[src/rtl/handle_slot_allocator_top_macros.svh]
// ----------------------------------------------------------------------------
// Assertion macros for the handle slot allocator
// Each macro expands to one labeled concurrent assertion with a reset disable.
// ----------------------------------------------------------------------------
`ifndef HANDLE_SLOT_ALLOCATOR_TOP_MACROS_SVH
`define HANDLE_SLOT_ALLOCATOR_TOP_MACROS_SVH

// The consequent must hold in the same cycle as the antecedent.
`define HSA_ASSERT_SAME(label, clk, rst, ante, cons, msg) \
   label: assert property (@(posedge clk) disable iff (rst) (ante) |-> (cons)) \
      else $error(msg);

// The consequent must hold in the cycle after the antecedent.
`define HSA_ASSERT_NEXT(label, clk, rst, ante, cons, msg) \
   label: assert property (@(posedge clk) disable iff (rst) (ante) |=> (cons)) \
      else $error(msg);

`endif

[src/rtl/hsa_pkg.sv]
// ----------------------------------------------------------------------------
// hsa_pkg
// Shared sizes, codes and types of the handle slot allocator.
// ----------------------------------------------------------------------------
package hsa_pkg;

   localparam int MAX_ENTRIES = 4096;
   localparam int LAYERS      = 4;
   localparam int HANDLE_W    = $clog2(MAX_ENTRIES);
   localparam int LAYER_W     = $clog2(LAYERS);
   localparam int COUNT_W     = HANDLE_W + 1;
   localparam int MEM_AW      = LAYER_W + HANDLE_W;
   localparam int HT_W        = HANDLE_W + 1;
   localparam int HT_FREE_BIT = HANDLE_W;
   localparam int OP_W        = 2;
   localparam int STATUS_W    = 2;

   // Operation codes; any code other than create and destroy is a lookup.
   localparam logic [OP_W-1:0] OP_CREATE  = 2'd0;
   localparam logic [OP_W-1:0] OP_DESTROY = 2'd1;

   localparam logic [STATUS_W-1:0] ST_OK    = 2'd0;
   localparam logic [STATUS_W-1:0] ST_FULL  = 2'd1;
   localparam logic [STATUS_W-1:0] ST_EMPTY = 2'd2;
   localparam logic [STATUS_W-1:0] ST_DEAD  = 2'd3;

   typedef enum logic [1:0] {
      S_IDLE,
      S_EVAL,
      S_MOVE
   } state_type;

   // Per-layer bookkeeping: free-list head, live count and the number of
   // handles ever taken from the untouched tail of the initial free chain.
   typedef struct packed {
      logic [HANDLE_W-1:0] head;
      logic [COUNT_W-1:0]  count;
      logic [COUNT_W-1:0]  fill;
   } layer_state_type;

   typedef struct packed {
      logic                en;
      logic [LAYER_W-1:0]  layer;
      layer_state_type     value;
   } layer_upd_type;

endpackage

[src/rtl/hsa_layer_regs.sv]
// ----------------------------------------------------------------------------
// hsa_layer_regs
// Per-layer free-list head, live count and fill mark, one read and one update.
// ----------------------------------------------------------------------------
module hsa_layer_regs import hsa_pkg::*; (
   input  logic               clock,
   input  logic               reset,
   input  logic [LAYER_W-1:0] rd_layer,
   output layer_state_type    rd_state,
   input  layer_upd_type      upd
);

   layer_state_type regs_ff [LAYERS];
   layer_state_type regs_in [LAYERS];

   always_comb begin
      for (int i = 0; i < LAYERS; i++) begin
         regs_in[i] = regs_ff[i];
      end
      if (upd.en) begin
         regs_in[upd.layer] = upd.value;
      end
   end

   always_ff @(posedge clock) begin
      if (reset) begin
         for (int i = 0; i < LAYERS; i++) begin
            regs_ff[i] <= '0;
         end
      end else begin
         for (int i = 0; i < LAYERS; i++) begin
            regs_ff[i] <= regs_in[i];
         end
      end
   end

   assign rd_state = regs_ff[rd_layer];

endmodule

[config.mk]
export PLATFORM = sky130hd
export DESIGN_NAME = hsa_layer_regs
export DESIGN_NICKNAME = d
export VERILOG_FILES = /design/src/rtl/handle_slot_allocator_top_macros.svh /design/src/rtl/hsa_pkg.sv /design/src/rtl/hsa_layer_regs.sv
export SDC_FILE = /design/constraint.sdc
export NUM_CORES = 1
export LEC_CHECK = 0
export ABC_AREA = 1
export BUFFER_PORTS_ARGS = -buffer_cell sky130_fd_sc_hd__buf_2
export CAP_MARGIN = 20
export CORE_ASPECT_RATIO = 1.25
export CORE_MARGIN = 2
export CORE_UTILIZATION = 32
export DETAILED_ROUTE_END_ITERATION = 8
export PLACE_DENSITY = 0.54
export REMOVE_ABC_BUFFERS = 1
export SYNTH_ARGS = -nofsm -noshare
export SYNTH_HDL_FRONTEND = slang
export SYNTH_SLANG_ARGS = --single-unit
[constraint.sdc]
create_clock -name clock -period 3.4 [get_ports clock]
set_clock_uncertainty 0.1 [all_clocks]
set_input_delay 1.02 -clock clock [delete_from_list [all_inputs] [get_ports clock]]
set_output_delay 1.02 -clock clock [all_outputs]
set_load 0.05 [all_outputs]
==> results.toml <==
[run_status]
status = "complete, but fails checks"
violations = "design-rule violations"

[worst_setup_path]
crit_path_top_delay_cell = "buf_4"
crit_path_frequent_cell = "nand2_1"
worstPathArrival_ns = 2.06
cp-start-kind = "input pin"
crit_buf_inv = 3
cp_top_family = "buffers and inverters"
slowest_delay_ns = 0.30
critical_path_class = "input pin to primary output"
end_kind = "primary output"
path_cells = "buf_4, buf_12, nand2_1, o211ai_1, nand2_1, buf_2"
crit_fanout = 31
required_ns = 2.28

[timing]
tns_ns = 0
fin_crit_ns = 3.18
slew_violations = 0
rsz0062_at_grt = "no"
period_share = 0.935
max_clock_freq_mhz = 315
finalWorstSetupSlack_ns = 0.222
finalHoldWorstSlack_ns = 0.378
worst_pin_slew_ns = 0.887
relSlewSlack = 0.409
final-setup-viol-count = 0
finalHoldViolations = 0

[die]
core-area_sq_um = 22900
die_h_um = 174
die_w_um = 140
ioPinCount = 83
die_area_sq_um = 24400
rows = 62
start_util = 0.324

[clock_tree]
cts_buffer_depth = 2
cts-root-buf = "clkbuf_16"
cts_setup_buffers = 0
clock-sinks = 152
cts_max_level = 4
clock_latency_ns = 0.42
post_cts_resized = 0
clk_pin_slew_worst_paths_ns = 0.06
cts_inserted_buffers = 17
cts_tree = "built"
postCtsHoldBufs = 0

[drt]
final_antenna_net_count = 0
drtPass1Iterations = 9
wirelength_um = 17800
post_drt_wl_per_cell_um = 11.7
remaining_drc_errors = 4
drt-initial-drc-count = 375
vias = 6708
vias_per_cell = 4.39

[global_routing]
grt_pass1_wl_um = 29800
grt_overflow_total = 0
antenna_found_initial = 0
grt_max_degree = 77
grtUsageTotal = 0.150
grt_pass1_vias = 6159

[power_and_ir_drop]
pwr-share-comb = 0.157
power.share.sequential = 0.425
p_int_mw = 3.23
clockPowerShare = 0.418
power.density_nw_per_um2 = 519
swShare = 0.281
power_mw = 4.49
switching_power_mw = 1.26
p_leak_nw = 4.68
ir_drop_mv = 0.359

[layout]
fin_area_sq_um = 8650
top_regs = "regs_ff: 152 flops"
layout-area-overhead-vs-synth_pct = 16.8
antenna_cells = 0
layout.nets = 1272
final_util = 0.378
fin_cells = 1527
largest_reg_flops = 152
final_common_cell = "nand2_1"
final_cell_mix = "nand2_1 (380), nor2_1 (266), inv_1 (155)"
drive_above_1_share = 0.107
largest-register = "regs_ff"

[place]
place_congestion = 0.715
dp_cells = 1496
portBuffers = 82
dp_slack_ns = 0.184
dpl-instance-area_sq_um = 8070
post-dp-hpwl_um = 10700

[logic_synthesis]
avgSynthCellArea_sq_um = 6.22
ys_seq_elements = 152
synth_seq_area_share = 0.411
syn_area_sq_um = 7410
synth_cells = 1192
ys_warn_count = 0
yosysUniqueCellTypes = 13

[worst_hold_path]
worst_hold_path_type = "register to register"

[flow_run]
drv_cap = 0
layer usage:
metal	vias up	part of all wire	GRT usage
met5	-	0	0
met4	0	0.011	0.0421
met3	12	0.028	0.0306
met2	71	0.48	0.265
met1	2952	0.48	0.185
li1	3673	-	-
worst paths after layout:
kind                  start  slack (ns)              to  cells after the start
max             rd_layer[0]        0.22    rd_state[29]                      6
min          regs_ff[0][26]        0.38  regs_ff[0][26]                      2
min reg2reg  regs_ff[0][26]        0.38  regs_ff[0][26]                      2
max reg2reg  regs_ff[1][36]        2.62  regs_ff[1][36]                      4
tightest hold or removal path, cell delays in order (launching register included):
cell	delay [ns]
dfxtp_1	0.32
a21oi_1	0.04
nor2_1	0.08
logic make-up after synthesis:
group                  after synthesis  synth area share
AOI/OAI and AO/OA                  114             0.103
buffers and inverters              238             0.131
DFF                                152             0.411
and+or+nand+nor                    688             0.356
cells in the mapped netlist (all sizes together):
| master | count | area (sq um) |
|---|---|---|
| inv | 156 | 586 |
| nor2 | 267 | 1000 |
| clkbuf | 24 | 90.1 |
| nand3 | 41 | 205 |
| a21oi | 38 | 190 |
| buf | 58 | 294 |
| dfxtp | 152 | 3040 |
| o211ai | 76 | 571 |
| nand2 | 380 | 1430 |
power by group through the flow:
stage / clock, mW / combinational (mW) / sequential [mW]
6_report: 1.88 / 0.706 / 1.91
4_1_cts: 1.93 / 0.717 / 1.91
3_5_place_dp: 0 / 0.715 / 1.95
3_3_place_gp: 0 / 0.709 / 1.95
2_1_floorplan: 0 / 0.478 / 1.94
5_1_grt: 2.01 / 0.799 / 1.92
final cells by class:
cell class              count  area, sq um
fillers                  2493        14200
multi-input cells         802         3430
flip-flops and latches    152         3040
repair buffers             98          646
inverters                 156          588
clock buffers              23          488
well taps                 288          360
clock inverters             8         95.1
Power figures use the tool's default switching activity.
