### src/rtl/handle_slot_allocator_top_macros.svh
// ----------------------------------------------------------------------------
// Assertion macros for the handle slot allocator
// Each macro expands to one labeled concurrent assertion with a reset disable.
// ----------------------------------------------------------------------------
`ifndef HANDLE_SLOT_ALLOCATOR_TOP_MACROS_SVH
`define HANDLE_SLOT_ALLOCATOR_TOP_MACROS_SVH

// The consequent must hold in the same cycle as the antecedent.
`define HSA_ASSERT_SAME(label, clk, rst, ante, cons, msg) \
   label: assert property (@(posedge clk) disable iff (rst) (ante) |-> (cons)) \
      else $error(msg);

// The consequent must hold in the cycle after the antecedent.
`define HSA_ASSERT_NEXT(label, clk, rst, ante, cons, msg) \
   label: assert property (@(posedge clk) disable iff (rst) (ante) |=> (cons)) \
      else $error(msg);

`endif

### src/rtl/hsa_ram.sv
// ----------------------------------------------------------------------------
// hsa_ram
// Simple dual-port synchronous RAM with one write port and a registered read.
// ----------------------------------------------------------------------------
module hsa_ram #(
   parameter int DATA_W = 8,
   parameter int ADDR_W = 4
) (
   input  logic              clock,
   input  logic              wr_en,
   input  logic [ADDR_W-1:0] wr_addr,
   input  logic [DATA_W-1:0] wr_data,
   input  logic              rd_en,
   input  logic [ADDR_W-1:0] rd_addr,
   output logic [DATA_W-1:0] rd_data
);

   logic [DATA_W-1:0] mem_ff [1 << ADDR_W];
   logic [DATA_W-1:0] rd_data_ff;

   always_ff @(posedge clock) begin
      if (wr_en) begin
         mem_ff[wr_addr] <= wr_data;
      end
      if (rd_en) begin
         rd_data_ff <= mem_ff[rd_addr];
      end
   end

   assign rd_data = rd_data_ff;

endmodule

### config.mk
export PLATFORM = sky130hd
export DESIGN_NAME = hsa_ram
export DESIGN_NICKNAME = d
export VERILOG_FILES = /design/src/rtl/handle_slot_allocator_top_macros.svh /design/src/rtl/hsa_ram.sv
export SDC_FILE = /design/constraint.sdc
export NUM_CORES = 1
export LEC_CHECK = 0
export ABC_AREA = 1
export BUFFER_PORTS_ARGS = -buffer_cell sky130_fd_sc_hd__buf_2
export CORE_MARGIN = 4
export CORE_UTILIZATION = 60
export DETAILED_ROUTE_END_ITERATION = 10
export PLACE_DENSITY = 0.78
export SYNTH_ARGS = -nofsm -noshare
export SYNTH_HDL_FRONTEND = slang
export SYNTH_SLANG_ARGS = --single-unit
### constraint.sdc
create_clock -name clock -period 2.1 [get_ports clock]
set_input_delay 0.63 -clock clock [delete_from_list [all_inputs] [get_ports clock]]
set_output_delay 0.63 -clock clock [all_outputs]
set_load 0.01 [all_outputs]
==> run_results.csv <==
group,metric,value,unit
yosys,synth_cells,551,
power_and_ir_drop,pwr-share-seq,0.476,
sta,setup_ws,0.3948,ns
detailed_routing,drt-total-wl,13290,µm
placement,place.gp.congestion,0.9049,
placement,port_buffers,26,
setup_path,critPathTopFamily,"flip-flops",
setup_path,rr_endpoint,"rd_data[4]$_DFFE_PP_",
floorplan,num_io_pins,27,
detailed_routing,wl_met1,5336,µm
placement,place_area,0.006175,mm²
clock_network,cts_sinks,136,
yosys,synth_nets,570,
floorplan,initial_core_util,0.6239,
placement,pre_cts_ws,0.2050,ns
setup_path,startpoint_type,"register",
clock_network,cts-hold-fix-buffers,0,
setup_path,crit_slowest_cell,"edfxtp_1",
detailed_routing,wl_met2,6382,µm
detailed_routing,via_count,4064,
final_layout,design_area,0.006773,mm²
final_layout,areaGrowthSynthToFinish,15.84,%
yosys,synth.area.mux_share,0,
sta,fmax,586.4,MHz
clock_network,cts_made_buffers,17,
setup_path,cp_data_required_time,1.47,ns
sta,fin_crit,1.705,ns
floorplan,die_h,106.7,µm
sta,hold_viol_final,0,
setup_path,reg2reg_slack,0.90,ns
power_and_ir_drop,combPwrFrac,0.059,
detailed_routing,drt_iter0_markers,466,
detailed_routing,routed.top_layer,"met4",
sta,rsz0062_at_grt,"no",
setup_path,path_cells,"buf_2",
yosys,avgSynthCellArea,10.61,µm²
sta,drv_slew,0,
detailed_routing,wl_met3,1291,µm
yosys,synth_common_cells,"nand2_1 (173), edfxtp_1 (136), inv_1 (100), nand3_1 (97), nor2_1 (17)",
sta,timing.hold.ws,0.4710,ns
worst_hold_path,hp-start,"rd_en",
placement,placed_cells_incl_taps,704,
setup_path,reg2regPathDepth,6,
setup_path,crit_cells,1,
yosys,synth_compound_area_frac,0,
detailed_routing,routedWlPerCell,18.09,µm
sta,fin_crit_sh,0.8120,
yosys,synth_simple_gate_area_share,0.2076,
clock_network,cts-resized-gates,0,
final_layout,layout.cells.non_filler,735,
clock_network,cts-root-buf,"clkbuf_8",
power_and_ir_drop,p_leak,2.949,nW
clock_network,cts_buffer_depth,2,
power_and_ir_drop,internal-power,0.005085,W
sta,fin_skew,0.008599,ns
setup_path,crit_buf_inv,1,
yosys,synth_fa_ha_area_frac,0,
final_layout,final_layout_size_suffix_gt1_frac,0.1287,
detailed_routing,vias_per_cell,5.529,
clock_network,htreeDepth,4,
setup_path,cp_data_arrival_time,1.08,ns
global_routing,antenna_found_initial,0,
yosys,synth_xor_area_frac,0,
yosys,synth_top_area_frac,0.6985,
floorplan,die_w,106.7,µm
setup_path,max_stage_delay,0.41,ns
yosys,ys_seq_area_frac,0.6985,
floorplan,core_area,0.009371,mm²
flow_run,drv_cap,0,
clock_network,post_cts_buffers,0,
sta,slew_headroom,0.6214,
sta,setup_tns,0,ns
yosys,synthesis.area,0.005847,mm²
detailed_routing,drt_first_pass_iters,6,
detailed_routing,antenna_left,0,
setup_path,cp-end-kind,"output pin",
sta,tightest_slew,0.5671,ns
yosys,synthTopCellsByArea,"edfxtp_1 (70%), nand2_1 (11%), nand3_1 (8.3%)",
detailed_routing,drc_errors,0,
yosys,yosysTopAreaCell,"edfxtp_1",
worst_hold_path,hold_end,"rd_data[6]$_DFFE_PP_",
clock_network,clk_pin_slew,0.06,ns
power_and_ir_drop,powerDensity,953.9,mW/mm²
yosys,yosys_register_bits,136,
global_routing,grt_usage,0.2484,
yosys,ys_warn_count,0,
global_routing,grt_pass1_vias,3792,
clock_network,cts_tree,"built",
global_routing,grt_pass1_wl,20760,µm
setup_path,crit_type,"register to output pin",
yosys,synthArstFlopShare,0,
yosys,synth_most_common_cell,"nand2_1",
yosys,synth_top_family_by_area,"simple AND/OR/NAND/NOR gates",
floorplan,die-area,0.01139,mm²
worst_hold_path,hold_depth,1,
final_layout,antennaDiodeCount,0,
floorplan,rows,35,
yosys,synth_edf_count,136,
power_and_ir_drop,power_switching,0.001376,W
yosys,synth_ff_type,"edfxtp_1",
power_and_ir_drop,peakVddDrop,0.7297,mV
global_routing,overflow,0,
placement,hpwl,8194,µm
run_status,status,"finished clean",
yosys,synth_cell_types,11,
clock_network,insertion_delay,0.52,ns
sta,setup_viol,0,
power_and_ir_drop,p_clk_frac,0.465,
final_layout,finalNetCount,613,
setup_path,crit_fanout,1,
global_routing,grt_max_degree,65,
power_and_ir_drop,swShare,0.2129,
worst_hold_path,worstHoldPathType,"input port to register",
setup_path,rr_startpoint,"mem_ff[5][4]$_DFFE_PP_",
kinds of logic after synthesis:
family | count (synthesis)
buffers and inverters | 126
DFF | 136
and+or+nand+nor | 289
power by group through the flow:
stage                     clock [W]  sequential, W  combinational [W]
final                       0.00300        0.00308           0.000383
after global routing        0.00317        0.00308           0.000422
after CTS                   0.00302        0.00308           0.000379
after detailed placement          0        0.00313           0.000373
after global placement            0        0.00313           0.000367
after floorplan                   0        0.00314           0.000214
cell type report:
cell class                 instances  area [µm²]
clock buffer                      18       417.9
clock inverter                    13       180.2
fill                             647        2599
inverter                         102       382.9
multi-input combinational        289        1214
sequential                       136        4084
tap                              129       161.4
timing repair buffer              48       332.8
metrics by stage:
stage                     utilization  total power, W
final                          0.7227        0.006461
after global routing           0.7227        0.006675
after global placement         0.6589        0.003496
after floorplan                     -        0.003350
after detailed placement       0.6589        0.003504
after CTS                      0.7227        0.006472
how the worst max path moves through the flow:
stage | from | endpoint | slack [ns]
after floorplan | wr_addr[2] | mem_ff[10][0]$_DFFE_PP_ | 0.52
after global placement | rd_addr[1] | rd_data[5]$_DFFE_PP_ | 0.26
after detailed placement | rd_addr[1] | rd_data[5]$_DFFE_PP_ | 0.20
after CTS | rd_data[3]$_DFFE_PP_ | rd_data[3] | 0.40
after global routing | rd_data[3]$_DFFE_PP_ | rd_data[3] | 0.37
final | rd_data[3]$_DFFE_PP_ | rd_data[3] | 0.39
registers in the layout, summed over array words and instances (netlist names):
signal   cells
mem_ff     128
rd_data      8
layer usage:
layer  vias up  GRT usage
li1       1870          -
met1      1946     0.3404
met2       228     0.3903
met3        20    0.06020
met4         0    0.09132
met5         -          0
placed cells by master (no fill, tap or decap):
cell,n
buf_12,3
buf_2,26
buf_4,19
bufinv_16,4
clkbuf_1,1
clkbuf_16,16
clkbuf_8,1
clkinv_1,2
clkinv_2,2
clkinv_4,4
clkinvlp_4,1
edfxtp_1,136
inv_1,100
inv_2,2
nand2_1,173
nand3_1,97
nand3b_1,2
nor2_1,17
No activity file was read; power rests on OpenSTA's default activity.
