[src/rtl/handle_slot_allocator_top_macros.svh]
// ----------------------------------------------------------------------------
// Assertion macros for the handle slot allocator
// Each macro expands to one labeled concurrent assertion with a reset disable.
// ----------------------------------------------------------------------------
`ifndef HANDLE_SLOT_ALLOCATOR_TOP_MACROS_SVH
`define HANDLE_SLOT_ALLOCATOR_TOP_MACROS_SVH

// The consequent must hold in the same cycle as the antecedent.
`define HSA_ASSERT_SAME(label, clk, rst, ante, cons, msg) \
   label: assert property (@(posedge clk) disable iff (rst) (ante) |-> (cons)) \
      else $error(msg);

// The consequent must hold in the cycle after the antecedent.
`define HSA_ASSERT_NEXT(label, clk, rst, ante, cons, msg) \
   label: assert property (@(posedge clk) disable iff (rst) (ante) |=> (cons)) \
      else $error(msg);

`endif

[src/rtl/hsa_pkg.sv]
// ----------------------------------------------------------------------------
// hsa_pkg
// Shared sizes, codes and types of the handle slot allocator.
// ----------------------------------------------------------------------------
package hsa_pkg;

   localparam int MAX_ENTRIES = 4096;
   localparam int LAYERS      = 4;
   localparam int HANDLE_W    = $clog2(MAX_ENTRIES);
   localparam int LAYER_W     = $clog2(LAYERS);
   localparam int COUNT_W     = HANDLE_W + 1;
   localparam int MEM_AW      = LAYER_W + HANDLE_W;
   localparam int HT_W        = HANDLE_W + 1;
   localparam int HT_FREE_BIT = HANDLE_W;
   localparam int OP_W        = 2;
   localparam int STATUS_W    = 2;

   // Operation codes; any code other than create and destroy is a lookup.
   localparam logic [OP_W-1:0] OP_CREATE  = 2'd0;
   localparam logic [OP_W-1:0] OP_DESTROY = 2'd1;

   localparam logic [STATUS_W-1:0] ST_OK    = 2'd0;
   localparam logic [STATUS_W-1:0] ST_FULL  = 2'd1;
   localparam logic [STATUS_W-1:0] ST_EMPTY = 2'd2;
   localparam logic [STATUS_W-1:0] ST_DEAD  = 2'd3;

   typedef enum logic [1:0] {
      S_IDLE,
      S_EVAL,
      S_MOVE
   } state_type;

   // Per-layer bookkeeping: free-list head, live count and the number of
   // handles ever taken from the untouched tail of the initial free chain.
   typedef struct packed {
      logic [HANDLE_W-1:0] head;
      logic [COUNT_W-1:0]  count;
      logic [COUNT_W-1:0]  fill;
   } layer_state_type;

   typedef struct packed {
      logic                en;
      logic [LAYER_W-1:0]  layer;
      layer_state_type     value;
   } layer_upd_type;

endpackage

[src/rtl/hsa_seq.sv]
// ----------------------------------------------------------------------------
// hsa_seq
// Sequencer: reads, updates and writes back the handle and slot tables for one
// item at a time and holds the result in an output register.
// ----------------------------------------------------------------------------
module hsa_seq import hsa_pkg::*; (
   input  logic                clock,
   input  logic                reset,
   // Request channel
   input  logic                req_valid,
   output logic                req_stall,
   input  logic [OP_W-1:0]     req_operation,
   input  logic [LAYER_W-1:0]  req_layer,
   input  logic [HANDLE_W-1:0] req_handle_in,
   // Result channel
   output logic                rsp_valid,
   input  logic                rsp_stall,
   output logic [STATUS_W-1:0] rsp_status,
   output logic [HANDLE_W-1:0] rsp_handle_out,
   output logic [HANDLE_W-1:0] rsp_slot,
   output logic                rsp_moved,
   output logic [HANDLE_W-1:0] rsp_move_from,
   output logic [COUNT_W-1:0]  rsp_live_count,
   // Layer bookkeeping
   output logic [LAYER_W-1:0]  lr_rd_layer,
   input  layer_state_type     lr_state,
   output layer_upd_type       lr_upd,
   // Handle table
   output logic                ht_wr_en,
   output logic [MEM_AW-1:0]   ht_wr_addr,
   output logic [HT_W-1:0]     ht_wr_data,
   output logic                ht_rd_en,
   output logic [MEM_AW-1:0]   ht_rd_addr,
   input  logic [HT_W-1:0]     ht_rd_data,
   // Slot table
   output logic                st_wr_en,
   output logic [MEM_AW-1:0]   st_wr_addr,
   output logic [HANDLE_W-1:0] st_wr_data,
   output logic                st_rd_en,
   output logic [MEM_AW-1:0]   st_rd_addr,
   input  logic [HANDLE_W-1:0] st_rd_data
);

   state_type state_ff, state_in;

   // Item registers, loaded when an item is accepted.
   logic [OP_W-1:0]     op_ff;
   logic [LAYER_W-1:0]  layer_ff;
   logic [HANDLE_W-1:0] handle_ff;
   logic [HANDLE_W-1:0] head_ff;
   logic [COUNT_W-1:0]  count_ff;
   logic [COUNT_W-1:0]  fill_ff;

   // Output register.
   logic                rsp_valid_ff;
   logic [STATUS_W-1:0] rsp_status_ff;
   logic [HANDLE_W-1:0] rsp_handle_ff;
   logic [HANDLE_W-1:0] rsp_slot_ff;
   logic                rsp_moved_ff;
   logic [HANDLE_W-1:0] rsp_from_ff;
   logic [COUNT_W-1:0]  rsp_live_ff;

   logic                accept;
   logic                out_free;
   logic                is_create;
   logic                is_destroy;
   logic                layer_full;
   logic                layer_empty;
   logic [HANDLE_W-1:0] probe;
   logic                fresh;
   logic                dead;
   logic [HANDLE_W-1:0] cur_slot;
   logic [HANDLE_W-1:0] last_slot;
   logic [HANDLE_W-1:0] next_link;
   logic                need_move;
   logic                go;
   logic                rsp_load;
   logic [STATUS_W-1:0] res_status;
   logic [HANDLE_W-1:0] res_handle;
   logic [HANDLE_W-1:0] res_slot;
   logic                res_moved;
   logic [HANDLE_W-1:0] res_from;
   logic [COUNT_W-1:0]  res_live;

   assign req_stall   = (state_ff != S_IDLE);
   assign accept      = req_valid && !req_stall;
   assign out_free    = !rsp_valid_ff || !rsp_stall;
   assign lr_rd_layer = req_layer;

   // Decode of the item under evaluation.
   assign is_create   = (op_ff == OP_CREATE);
   assign is_destroy  = (op_ff == OP_DESTROY);
   assign layer_full  = (count_ff == COUNT_W'(MAX_ENTRIES));
   assign layer_empty = (count_ff == '0);
   assign probe       = is_create ? head_ff : handle_ff;
   // Entries at or above the fill mark were never written and still hold
   // their reset value: free, linking to the next handle.
   assign fresh       = ({1'b0, probe} >= fill_ff);
   assign dead        = fresh || ht_rd_data[HT_FREE_BIT];
   assign cur_slot    = ht_rd_data[HANDLE_W-1:0];
   assign last_slot   = count_ff[HANDLE_W-1:0] - HANDLE_W'(1);
   assign next_link   = fresh ? (head_ff + HANDLE_W'(1)) : ht_rd_data[HANDLE_W-1:0];
   assign need_move   = is_destroy && !layer_empty && !dead && (cur_slot != last_slot);
   assign go          = out_free || need_move;

   // Next state.
   always_comb begin
      state_in = state_ff;
      case (state_ff)
         S_IDLE: begin
            if (accept) begin
               state_in = S_EVAL;
            end
         end
         S_EVAL: begin
            if (need_move) begin
               state_in = S_MOVE;
            end else if (out_free) begin
               state_in = S_IDLE;
            end
         end
         S_MOVE: begin
            if (out_free) begin
               state_in = S_IDLE;
            end
         end
         default: begin
            state_in = S_IDLE;
         end
      endcase
   end

   // Memory controls, layer updates and result.
   always_comb begin
      ht_wr_en   = 1'b0;
      ht_wr_addr = {layer_ff, handle_ff};
      ht_wr_data = '0;
      ht_rd_en   = 1'b0;
      ht_rd_addr = {req_layer, (req_operation == OP_CREATE) ? lr_state.head : req_handle_in};
      st_wr_en   = 1'b0;
      st_wr_addr = {layer_ff, cur_slot};
      st_wr_data = st_rd_data;
      st_rd_en   = 1'b0;
      st_rd_addr = {layer_ff, last_slot};
      lr_upd.en            = 1'b0;
      lr_upd.layer         = layer_ff;
      lr_upd.value.head    = head_ff;
      lr_upd.value.count   = count_ff;
      lr_upd.value.fill    = fill_ff;
      rsp_load   = 1'b0;
      res_status = ST_OK;
      res_handle = '0;
      res_slot   = '0;
      res_moved  = 1'b0;
      res_from   = '0;
      res_live   = count_ff;
      case (state_ff)
         S_IDLE: begin
            ht_rd_en = accept;
         end
         S_EVAL: begin
            rsp_load = out_free && !need_move;
            if (is_create) begin
               if (layer_full) begin
                  res_status = ST_FULL;
               end else begin
                  ht_wr_en   = go;
                  ht_wr_addr = {layer_ff, head_ff};
                  ht_wr_data = {1'b0, count_ff[HANDLE_W-1:0]};
                  st_wr_en   = go;
                  st_wr_addr = {layer_ff, count_ff[HANDLE_W-1:0]};
                  st_wr_data = head_ff;
                  lr_upd.en          = go;
                  lr_upd.value.head  = next_link;
                  lr_upd.value.count = count_ff + COUNT_W'(1);
                  lr_upd.value.fill  = fresh ? (fill_ff + COUNT_W'(1)) : fill_ff;
                  res_handle = head_ff;
                  res_slot   = count_ff[HANDLE_W-1:0];
                  res_live   = count_ff + COUNT_W'(1);
               end
            end else if (layer_empty) begin
               res_status = ST_EMPTY;
            end else if (dead) begin
               res_status = ST_DEAD;
            end else if (is_destroy) begin
               // Free the handle; a move, if any, finishes in the next state.
               ht_wr_en   = go;
               ht_wr_addr = {layer_ff, handle_ff};
               ht_wr_data = {1'b1, head_ff};
               st_rd_en   = need_move;
               lr_upd.en          = go;
               lr_upd.value.head  = handle_ff;
               lr_upd.value.count = count_ff - COUNT_W'(1);
               res_slot   = cur_slot;
               res_live   = count_ff - COUNT_W'(1);
            end else begin
               res_slot = cur_slot;
            end
         end
         S_MOVE: begin
            // The owner of the last slot takes over the hole.
            rsp_load   = out_free;
            st_wr_en   = out_free;
            st_wr_addr = {layer_ff, cur_slot};
            st_wr_data = st_rd_data;
            ht_wr_en   = out_free;
            ht_wr_addr = {layer_ff, st_rd_data};
            ht_wr_data = {1'b0, cur_slot};
            res_slot   = cur_slot;
            res_moved  = 1'b1;
            res_from   = last_slot;
            res_live   = {1'b0, last_slot};
         end
         default: begin
            rsp_load = 1'b0;
         end
      endcase
   end

   always_ff @(posedge clock) begin
      if (reset) begin
         state_ff     <= S_IDLE;
         rsp_valid_ff <= 1'b0;
      end else begin
         state_ff <= state_in;
         if (rsp_load) begin
            rsp_valid_ff <= 1'b1;
         end else if (!rsp_stall) begin
            rsp_valid_ff <= 1'b0;
         end
      end
   end

   always_ff @(posedge clock) begin
      if (accept) begin
         op_ff     <= req_operation;
         layer_ff  <= req_layer;
         handle_ff <= req_handle_in;
         head_ff   <= lr_state.head;
         count_ff  <= lr_state.count;
         fill_ff   <= lr_state.fill;
      end
      if (rsp_load) begin
         rsp_status_ff <= res_status;
         rsp_handle_ff <= res_handle;
         rsp_slot_ff   <= res_slot;
         rsp_moved_ff  <= res_moved;
         rsp_from_ff   <= res_from;
         rsp_live_ff   <= res_live;
      end
   end

   assign rsp_valid      = rsp_valid_ff;
   assign rsp_status     = rsp_status_ff;
   assign rsp_handle_out = rsp_handle_ff;
   assign rsp_slot       = rsp_slot_ff;
   assign rsp_moved      = rsp_moved_ff;
   assign rsp_move_from  = rsp_from_ff;
   assign rsp_live_count = rsp_live_ff;

endmodule

[config.mk]
export PLATFORM = sky130hd
export DESIGN_NAME = hsa_seq
export DESIGN_NICKNAME = d
export VERILOG_FILES = /design/src/rtl/handle_slot_allocator_top_macros.svh /design/src/rtl/hsa_pkg.sv /design/src/rtl/hsa_seq.sv
export SDC_FILE = /design/constraint.sdc
export NUM_CORES = 1
export LEC_CHECK = 0
export ABC_AREA = 1
export BUFFER_PORTS_ARGS = -buffer_cell sky130_fd_sc_hd__buf_2
export CAP_MARGIN = 20
export CORE_MARGIN = 2
export CORE_UTILIZATION = 35
export DETAILED_ROUTE_END_ITERATION = 7
export PLACE_DENSITY = 0.69
export SYNTH_ARGS = -nofsm -noshare
export SYNTH_HDL_FRONTEND = slang
export SYNTH_SLANG_ARGS = --single-unit
[constraint.sdc]
create_clock -name clock -period 12.1 [get_ports clock]
set_input_delay 2.42 -clock clock [delete_from_list [all_inputs] [get_ports clock]]
set_output_delay 2.42 -clock clock [all_outputs]
set_load 0.01 [all_outputs]
==> run summary <==
Status - completed
# clock sinks - 109
Rel. slew slack - 35.9%
Initial Util - 35.8%
Top Ports - 265
TNS Setup - 0 ns
Pwr/cell area - 113 nW/um^2
Port-buffer cells - 264
Detailed placement HPWL - 22800 um
Worst Hold Endpoint - state_ff[1]$_SDFFE_PP0P_
Top cells by area in the synthesized netlist - edfxtp_1 (40%), nand2_1 (7.5%), o21ai_0 (6.9%), inv_1 (6.0%), a21oi_1 (5.6%)
Synthesized area - 7870 um^2
CTS Buf Count - 9
Layout area overhead - 21.8%
Clock latency on the worst-skew pair - 0.37 ns
WL per Instance - 19.6 um
FFs w/ async S/R, synth - 0%
CTS Hold Bufs - 0
Yosys Warn Count - 0
Most frequent cell after synthesis - nand2_1
Crit. End Element - output pin
Fin crit share - 58.1%
CP Data Arrival Time - 4.62 ns
Total grt overflow - 0
R2R Path End - rsp_live_count[12]$_DFFE_PP_
Reg-to-Reg Start - op_ff[0]$_DFFE_PP_
CTS tree - yes
Post-Synthesis Net Count - 1088
Number of setup violations in the final report - 0
DRC violations left - 0
Reg2Reg Setup Slack - 7.80 ns
Synthesized area per cell - 7.99 um^2
Min Tclk post-route - 7.04 ns
Die height - 154 um
GRT Util Overall - 24.1%
CP Class - reg -> out
Placed Area - 9270 um^2
Post-synthesis sequential area ratio - 41.2%
Hold Path Depth - 2
Final wirelength - 29200 um
Largest net degree at the start of global routing - 56
Peak VDD IR - 0.0583 mV
Leak Pwr - 4.31 nW
DRT antenna net count - 0
Worst Path Max Fanout - 37
Finished Cell Area - 9580 um^2
Filler instances - 2252
Worst Reg-to-Reg Cells - 12
Worst Path Required - 9.68 ns
H-tree depth - 3
Slew Viols, Final - 0
Hold Vio Cnt, Final - 0
Syn Inst Count - 984
Die Area - 23700 um^2
CTS clk-pin slew, worst paths - 0.07 ns
Tightest Pin Transition - 0.959 ns
DRT Pass-1 Iters - 8
Nets - 1310
Synth top area share - 40.5%
Vias/cell - 5.35
Number of global-route vias before repair - 7511
DR iter-0 viols - 777
HP Start - state_ff[1]$_SDFFE_PP0P_
RSZ-0062 raised after global routing - false
Row Count - 54
Antenna violations before repair - 0
Final Skew - 0.0115 ns
Netlist cell types - 48
Min-Delay Path Class - reg -> reg
First-pass GRT wire length - 43400 um
Max-cap viol count - 0
Top_reg_cell synth - edfxtp_1
Dpl cells - 1475
Inserted Diodes - 0
Clock root buffer - clkbuf_16
Post-CTS setup buffer count - 0
Synth cell count leaders - nand2_1 (158), inv_1 (126), o21ai_0 (108)
Final std cells w/o fill - 1491
GPL Wtd Cong - 0.903
Largest area contributor in the netlist - edfxtp_1
Worst Setup SP - op_ff[0]$_DFFE_PP_
Fmax - 142 MHz
Number of synthesized flops with an enable pin - 106
Share of layout cells above drive strength 1 - 28.5%
Core area - 22000 um^2
Yosys reg bits - 109
DR vias - 7977
Die Wd - 154 um
Bufs on Longest Clock Path - 2
Post-CTS sizing - 0
Critical Path Start Type - flop
[flip-flops by register name, indices dropped and copies added, names as in the netlist]
register	cells
count_ff	13
fill_ff	13
rsp_live_count	13
handle_ff	12
head_ff	12
rsp_handle_out	12
rsp_move_from	12
rsp_slot	12
layer_ff	2
op_ff	2
rsp_status	2
state_ff	2
rsp_moved	1
rsp_valid	1
[worst max-delay path, cell delays in order, from the launching register on]
cell and delay, ns:
edfxtp_1 0.43, nor2_4 0.40, inv_2 0.41, nor2_1 0.24, a21oi_1 0.07, ha_1 0.32, a21o_1 0.22, a22oi_1 0.20
nand4_1 0.22, nor2_4 0.53, inv_2 0.38, nor2_8 0.35, o21bai_2 0.13, a21oi_1 0.16, buf_2 0.16
[cell usage in the layout, fill, tap and decap left out, types with 4 or more instances in the layout]
| cell type | count |
|---|---|
| o22ai_1 | 4 |
| inv_2 | 11 |
| nand2_2 | 9 |
| ha_1 | 21 |
| buf_4 | 8 |
| nor3_1 | 9 |
| a211oi_1 | 9 |
| o21ai_1 | 9 |
| xor2_1 | 21 |
| inv_1 | 125 |
| nand4_1 | 5 |
| o211ai_1 | 13 |
| nand2_1 | 158 |
| o221ai_1 | 10 |
| a22oi_1 | 21 |
| nor2_4 | 9 |
| nor2_1 | 84 |
| edfxtp_1 | 106 |
| nand3_1 | 57 |
| o21ai_0 | 108 |
| clkbuf_16 | 9 |
| a31oi_1 | 5 |
| a21oi_1 | 87 |
| buf_2 | 264 |
| mux2_2 | 12 |
[routing by layer]
layer	part of all wire [%]	global-route usage, %	vias up
met2	46	39.6	442
met5	0	0	-
li1	-	-	3797
met3	8.3	4.37	46
met1	43	32.2	3692
met4	3.0	8.32	0
[through the flow]
step | utilization [%] | worst slack, ns | hold WS (ns) | power [mW]
detailed placement | 42.2 | 5.21 | 0.513 | 0.771
finish | 43.6 | 5.06 | 0.515 | 1.08
global placement | 42.2 | 5.26 | 0.490 | 0.768
CTS | 43.6 | 5.12 | 0.522 | 1.09
global route | 43.6 | 4.67 | 0.555 | 1.13
floorplan | - | 5.76 | 0.470 | 0.651
[kinds of logic after synthesis]
family | share of synthesized area (%)
buffers and inverters | 10.9
muxes | 1.72
and+or+nand+nor | 20.3
AOI/OAI and AO/OA | 19.7
DFF | 41.2
xor gates and xnor gates | 2.74
adders and majority gates | 3.34
[worst max-delay path by stage]
stage                                      end  cells past startpoint
2_1_floorplan  rsp_handle_out[0]$_SDFFCE_PP0P_                     13
3_3_place_gp                     ht_wr_data[0]                      9
3_5_place_dp                          ht_wr_en                      9
4_1_cts                         ht_wr_addr[11]                     14
5_1_grt                          ht_wr_data[0]                     14
6_report                              ht_wr_en                     14
[cell type report]
| class | count | area, um^2 | share of cell area (%) |
|---|---|---|---|
| clock buffers | 10 | 229 | 2.39 |
| inverters | 138 | 520 | 5.44 |
| multi-input cells | 676 | 3770 | 39.4 |
| well taps | 280 | 350 | 3.66 |
| repair buffers | 272 | 1380 | 14.4 |
| flip-flops and latches | 109 | 3240 | 33.9 |
| clock inverters | 6 | 77.6 | 0.810 |
[power by group]
| group | internal [mW] | total [mW] | switching, mW |
|---|---|---|---|
| combinational | 0.101 | 0.295 | 0.194 |
| sequential | 0.442 | 0.469 | 0.0268 |
| clock | 0.165 | 0.317 | 0.152 |
No activity file was read; power rests on OpenSTA's default activity.
